`src/hdl/tmc_pkg.sv`:
```
// Shared types, field widths, codes and defaults for the text console engine.
// No dependencies; every other file of the block imports this package.
package tmc_pkg;

    localparam int DEF_COLUMNS   = 80;
    localparam int DEF_ROWS      = 25;
    localparam int DEF_TAB_WIDTH = 8;

    localparam int CMD_W   = 2;
    localparam int CHAR_W  = 8;
    localparam int COLOR_W = 4;
    localparam int INDEX_W = 11;
    localparam int LOC_W   = 11;
    localparam int CELL_W  = 16;

    localparam logic [CELL_W-1:0] BLANK_CELL = 16'h0F20;

    localparam logic [CMD_W-1:0] CMD_PUT   = 2'd0;
    localparam logic [CMD_W-1:0] CMD_CLEAR = 2'd1;
    localparam logic [CMD_W-1:0] CMD_READ  = 2'd2;

    localparam logic [CHAR_W-1:0] CH_BS       = 8'h08;
    localparam logic [CHAR_W-1:0] CH_TAB      = 8'h09;
    localparam logic [CHAR_W-1:0] CH_LF       = 8'h0A;
    localparam logic [CHAR_W-1:0] CH_CR       = 8'h0D;
    localparam logic [CHAR_W-1:0] CH_PRINT_LO = 8'h20;
    localparam logic [CHAR_W-1:0] CH_PRINT_HI = 8'h7F;

    typedef enum logic [2:0] {
        OP_NOP,
        OP_PRINT,
        OP_BS,
        OP_TAB,
        OP_CR,
        OP_LF,
        OP_CLEAR,
        OP_READ
    } op_t;

    typedef struct packed {
        op_t                  op;
        logic [CHAR_W-1:0]    char_code;
        logic [2*COLOR_W-1:0] attr;
        logic [INDEX_W-1:0]   cell_index;
    } item_t;

endpackage

```
`src/hdl/tmc_if.sv`:
```
// Valid/ready channel interfaces for the command and result streams.
// Depends on tmc_pkg for the field widths.
interface tmc_cmd_if;
    import tmc_pkg::*;

    logic               valid;
    logic               ready;
    logic [CMD_W-1:0]   command;
    logic [CHAR_W-1:0]  char_code;
    logic [COLOR_W-1:0] back_color;
    logic [COLOR_W-1:0] fore_color;
    logic [INDEX_W-1:0] cell_index;

    modport source (
        output valid, command, char_code, back_color, fore_color, cell_index,
        input  ready
    );
    modport sink (
        input  valid, command, char_code, back_color, fore_color, cell_index,
        output ready
    );
endinterface


```
`src/hdl/tmc_front.sv`:
```
// Front end: takes command transactions, decodes them into operations and
// holds them in a two-entry queue for the back end. Depends on tmc_pkg, tmc_if.
module tmc_front (
    input  logic          clk,
    input  logic          rst_n,
    tmc_cmd_if.sink       cmd,
    output tmc_pkg::item_t item,
    output logic          item_valid,
    input  logic          item_pop
);
    import tmc_pkg::*;

    localparam int QDEPTH = 2;

    item_t      q_reg [QDEPTH];
    logic       wr_ptr_reg;
    logic       rd_ptr_reg;
    logic [1:0] count_reg;
    logic       push;
    item_t      entry;

    function automatic op_t classify(logic [CMD_W-1:0] command, logic [CHAR_W-1:0] ch);
        op_t op;
        op = OP_NOP;
        case (command)
            CMD_PUT:
            begin
                if (ch == CH_BS)
                    op = OP_BS;
                else if (ch == CH_TAB)
                    op = OP_TAB;
                else if (ch == CH_CR)
                    op = OP_CR;
                else if (ch == CH_LF)
                    op = OP_LF;
                else if (ch inside {[CH_PRINT_LO:CH_PRINT_HI]})
                    op = OP_PRINT;
            end
            CMD_CLEAR: op = OP_CLEAR;
            CMD_READ:  op = OP_READ;
            default:   op = OP_NOP;
        endcase
        return op;
    endfunction

    assign cmd.ready  = (count_reg != 2'(QDEPTH));
    assign push       = cmd.valid && cmd.ready;
    assign item       = q_reg[rd_ptr_reg];
    assign item_valid = (count_reg != 2'd0);

    always_comb
    begin
        entry.op         = classify(cmd.command, cmd.char_code);
        entry.char_code  = cmd.char_code;
        entry.attr       = {cmd.back_color, cmd.fore_color};
        entry.cell_index = cmd.cell_index;
    end

    always_ff @(posedge clk)
    begin
        if (push)
            q_reg[wr_ptr_reg] <= entry;
    end

    always_ff @(posedge clk or negedge rst_n)
    begin
        if (!rst_n)
        begin
            wr_ptr_reg <= 1'b0;
            rd_ptr_reg <= 1'b0;
            count_reg  <= 2'd0;
        end
        else
        begin
            if (push)
                wr_ptr_reg <= wr_ptr_reg + 1'b1;
            if (item_pop)
                rd_ptr_reg <= rd_ptr_reg + 1'b1;
            case ({push, item_pop})
                2'b10:   count_reg <= count_reg + 2'd1;
                2'b01:   count_reg <= count_reg - 2'd1;
                default: count_reg <= count_reg;
            endcase
        end
    end

endmodule

```
`src/flat_wrapper.sv`:
```
// flat-port wrapper written by rule: the top's interface ports become plain ports
module tmc_front_flat import tmc_pkg::*;
  (clk, rst_n, item, item_valid, item_pop, cmd_valid, cmd_command, cmd_char_code, cmd_back_color, cmd_fore_color, cmd_cell_index, cmd_ready);
  tmc_cmd_if cmd_i ();
  input  logic clk;
  input  logic rst_n;
  output tmc_pkg::item_t item;
  output logic item_valid;
  input  logic item_pop;
  input wire logic [$bits(cmd_i.valid)-1:0] cmd_valid;
  input wire logic [$bits(cmd_i.command)-1:0] cmd_command;
  input wire logic [$bits(cmd_i.char_code)-1:0] cmd_char_code;
  input wire logic [$bits(cmd_i.back_color)-1:0] cmd_back_color;
  input wire logic [$bits(cmd_i.fore_color)-1:0] cmd_fore_color;
  input wire logic [$bits(cmd_i.cell_index)-1:0] cmd_cell_index;
  output wire logic [$bits(cmd_i.ready)-1:0] cmd_ready;
  assign cmd_i.valid = cmd_valid;
  assign cmd_i.command = cmd_command;
  assign cmd_i.char_code = cmd_char_code;
  assign cmd_i.back_color = cmd_back_color;
  assign cmd_i.fore_color = cmd_fore_color;
  assign cmd_i.cell_index = cmd_cell_index;
  assign cmd_ready = cmd_i.ready;
  tmc_front u_core (.clk(clk), .rst_n(rst_n), .cmd(cmd_i), .item(item), .item_valid(item_valid), .item_pop(item_pop));
endmodule
```
`config.mk`:
```
export PLATFORM = sky130hd
export DESIGN_NAME = tmc_front_flat
export DESIGN_NICKNAME = d
export VERILOG_FILES = /design/src/hdl/tmc_pkg.sv /design/src/hdl/tmc_if.sv /design/src/hdl/tmc_front.sv /design/src/flat_wrapper.sv
export SDC_FILE = /design/constraint.sdc
export NUM_CORES = 1
export LEC_CHECK = 0
export BUFFER_PORTS_ARGS = -buffer_cell sky130_fd_sc_hd__buf_4
export CAP_MARGIN = 20
export CORE_UTILIZATION = 50
export CTS_BUF_LIST = sky130_fd_sc_hd__clkbuf_16
export CTS_CLUSTER_SIZE = 25
export DETAILED_ROUTE_END_ITERATION = 6
export PLACE_DENSITY = 0.87
export SLEW_MARGIN = 0
export SYNTH_ARGS = -nofsm -noshare
export SYNTH_HDL_FRONTEND = slang
export SYNTH_SLANG_ARGS = --single-unit
```
`constraint.sdc`:
```
create_clock -name clk -period 4.9 [get_ports clk]
set_input_delay 0.98 -clock clk [delete_from_list [all_inputs] [get_ports clk]]
set_output_delay 0.98 -clock clk [all_outputs]
set_load 0.05 [all_outputs]
```
==> flow_summary.json <==
{
  "grt_max_degree": 18,
  "nFillCells": 355,
  "drc": 0,
  "synth_edf_count": 60,
  "start_util_pct": 52.6,
  "syn_nets": 166,
  "antenna_found_initial": 0,
  "post-route-cell-area_mm2": 0.00338,
  "cts_buffers": 9,
  "h-tree-depth": 3,
  "skew_ps": 5.70,
  "holdCritPathClass": "in -> async",
  "syn_area_mm2": 0.00250,
  "postCtsSetupBuffers": 0,
  "clock_latency_ps": 310,
  "cts_tree": "done",
  "period_share_pct": 60.3,
  "grt-ovfl-total": 0,
  "rsz0062_at_grt": "false",
  "dpl.hpwl_mm": 3.00,
  "cts_hold_buf": 0,
  "die_h_um": 72.7,
  "dieWidth_um": 72.7,
  "dieArea_mm2": 0.00529,
  "cts.sinks": 64,
  "maxCapViolCount": 0,
  "initialDrtViolationCount": 78,
  "place_area_mm2": 0.00308,
  "port_buffers": 64,
  "synthArstFlopShare_pct": 6.25,
  "clock-root-buffer": "clkbuf_16",
  "avgSynthCellArea_um2": 19.2,
  "final_util_pct": 71.1,
  "vias": 1388,
  "setup_violations": 0,
  "drt_pass1_iterations": 4,
  "crit_fanout": 17,
  "grtUsageTotal_pct": 17.8,
  "critPathLaunchType": "flop",
  "final_common_cell": "buf_4",
  "area_growth_pct": 35.2,
  "grt_pass1_vias": 1371,
  "crit_arrival_ps": 1980,
  "path_cells": "buf_4, mux2_2, buf_4",
  "num_io_pins": 65,
  "critPathKind": "reg -> out",
  "synth_ff_type": "edfxtp_1",
  "required_ps": 3920,
  "fin_tns_setup_ps": 0,
  "timing.final.ws_setup_ps": 1940,
  "status": "complete, no violations",
  "cpPeakStageDelay_ps": 720,
  "critPathSlowestCell": "dfrtp_1",
  "end_kind": "primary output",
  "clk_pin_slew_worst_paths_ps": 50,
  "crit_top_cell": "buf_4",
  "routedWlPerCell_um": 15.4,
  "r2r-start": "u_core.count_reg[0]",
  "ir_worst_vdd_uv": 449,
  "hold_violations": 0,
  "coreArea_mm2": 0.00475,
  "fin_nets": 241,
  "ys_warn_count": 0,
  "power.total_mw": 2.40,
  "viasPerCell": 5.01,
  "n_antenna_cell": 0,
  "layout_min_cycle_time_ps": 2960,
  "post_cts_resized": 0,
  "grt_pass1_wl_mm": 6.58,
  "slew_headroom_pct": 46.7,
  "dp.cells": 261,
  "drive_gt1_share_pct": 54.8,
  "ys_seq_area_share_pct": 76.0,
  "powerDensity_mw_per_mm2": 710,
  "finalWirelength_mm": 4.26,
  "synth_seq_cells": 64,
  "largest_reg_flops": 60,
  "clockBufferDepth": 2,
  "place_ws_ps": 2260,
  "gp_congestion": 0.679,
  "hold_ws_ps": 460,
  "antenna_left": 0,
  "max_slew.worst_pin.slew_ps": 799,
  "final_cell_mix": "67 x buf_4, 60 x edfxtp_1, 30 x mux2_2, 9 x clkbuf_16, 6 x inv_1",
  "critPathLaunch": "u_core.rd_ptr_reg",
  "synthCells": 130,
  "final_cells": 277,
  "placementRows": 25,
  "fmax_mhz": 338,
  "ys_types": 24,
  "p_leak_nw": 1.31,
  "maxSlewViolCount": 0
}
[layer usage]
layer | GRT usage [%] | share of wire (%) | wire length [µm]
met5 | 0 | 0 | 0
met4 | 10.2 | 1.9 | 80
met3 | 4.56 | 4.7 | 199
met2 | 28.3 | 52 | 2210
met1 | 22.1 | 42 | 1770
[synthesized netlist by cell type, drive strengths merged (2+ instances only)]
cell    count  area, µm²
xor2        2       17.5
edfxtp     60       1800
buf         3       15.0
inv         3       11.3
ha          3       37.5
xnor2       3       26.3
nor2        4       15.0
and3        2       13.8
nand2       3       11.3
mux2       30        338
a21oi       2       10.0
dfrtp       4        100
[power breakdown]
| group | leakage [nW] | switching [mW] | internal, mW |
|---|---|---|---|
| clock network | 0.161 | 0.200 | 0.436 |
| registers | 0.605 | 0.0582 | 0.753 |
| logic | 0.548 | 0.631 | 0.324 |
[worst paths after layout]
check,depth (start not counted),slack (ps),end
worst max-delay path,3,1940,item[29]
worst min-delay path,1,460,u_core.rd_ptr_reg
worst max register to register,4,2870,u_core.q_reg[0][25]
worst min register to register,1,490,u_core.count_reg[1]
max in group asynchronous,1,4340,u_core.count_reg[0]
min in group clk,1,490,u_core.count_reg[1]
[critical path: cells and delay by family, from the launching register on]
| family | cells | cell delay, ps |
|---|---|---|
| flops | 1 | 720 |
| mux | 1 | 380 |
| buf+inv | 2 | 560 |
[layout make-up]
| class | instances | area (µm²) | area share [%] |
|---|---|---|---|
| flip-flops and latches | 64 | 1900 | 56.3 |
| multi-input cells | 60 | 576 | 17.0 |
| repair buffers | 67 | 503 | 14.9 |
| clock buffers | 9 | 225 | 6.66 |
| well taps | 67 | 83.8 | 2.48 |
| clock inverters | 7 | 80.1 | 2.37 |
| inverters | 3 | 11.3 | 0.333 |
[cells by family after synthesis]
family	count (synthesis)	synth area share, %
AOI/OAI and AO/OA	6	2.05
xor gates and xnor gates	5	1.75
buffers and inverters	6	1.05
and+or+nand+nor	16	4.10
adders and majority gates	3	1.50
DFF	64	76.0
muxes	30	13.5
(Power assumes the default switching activity.)
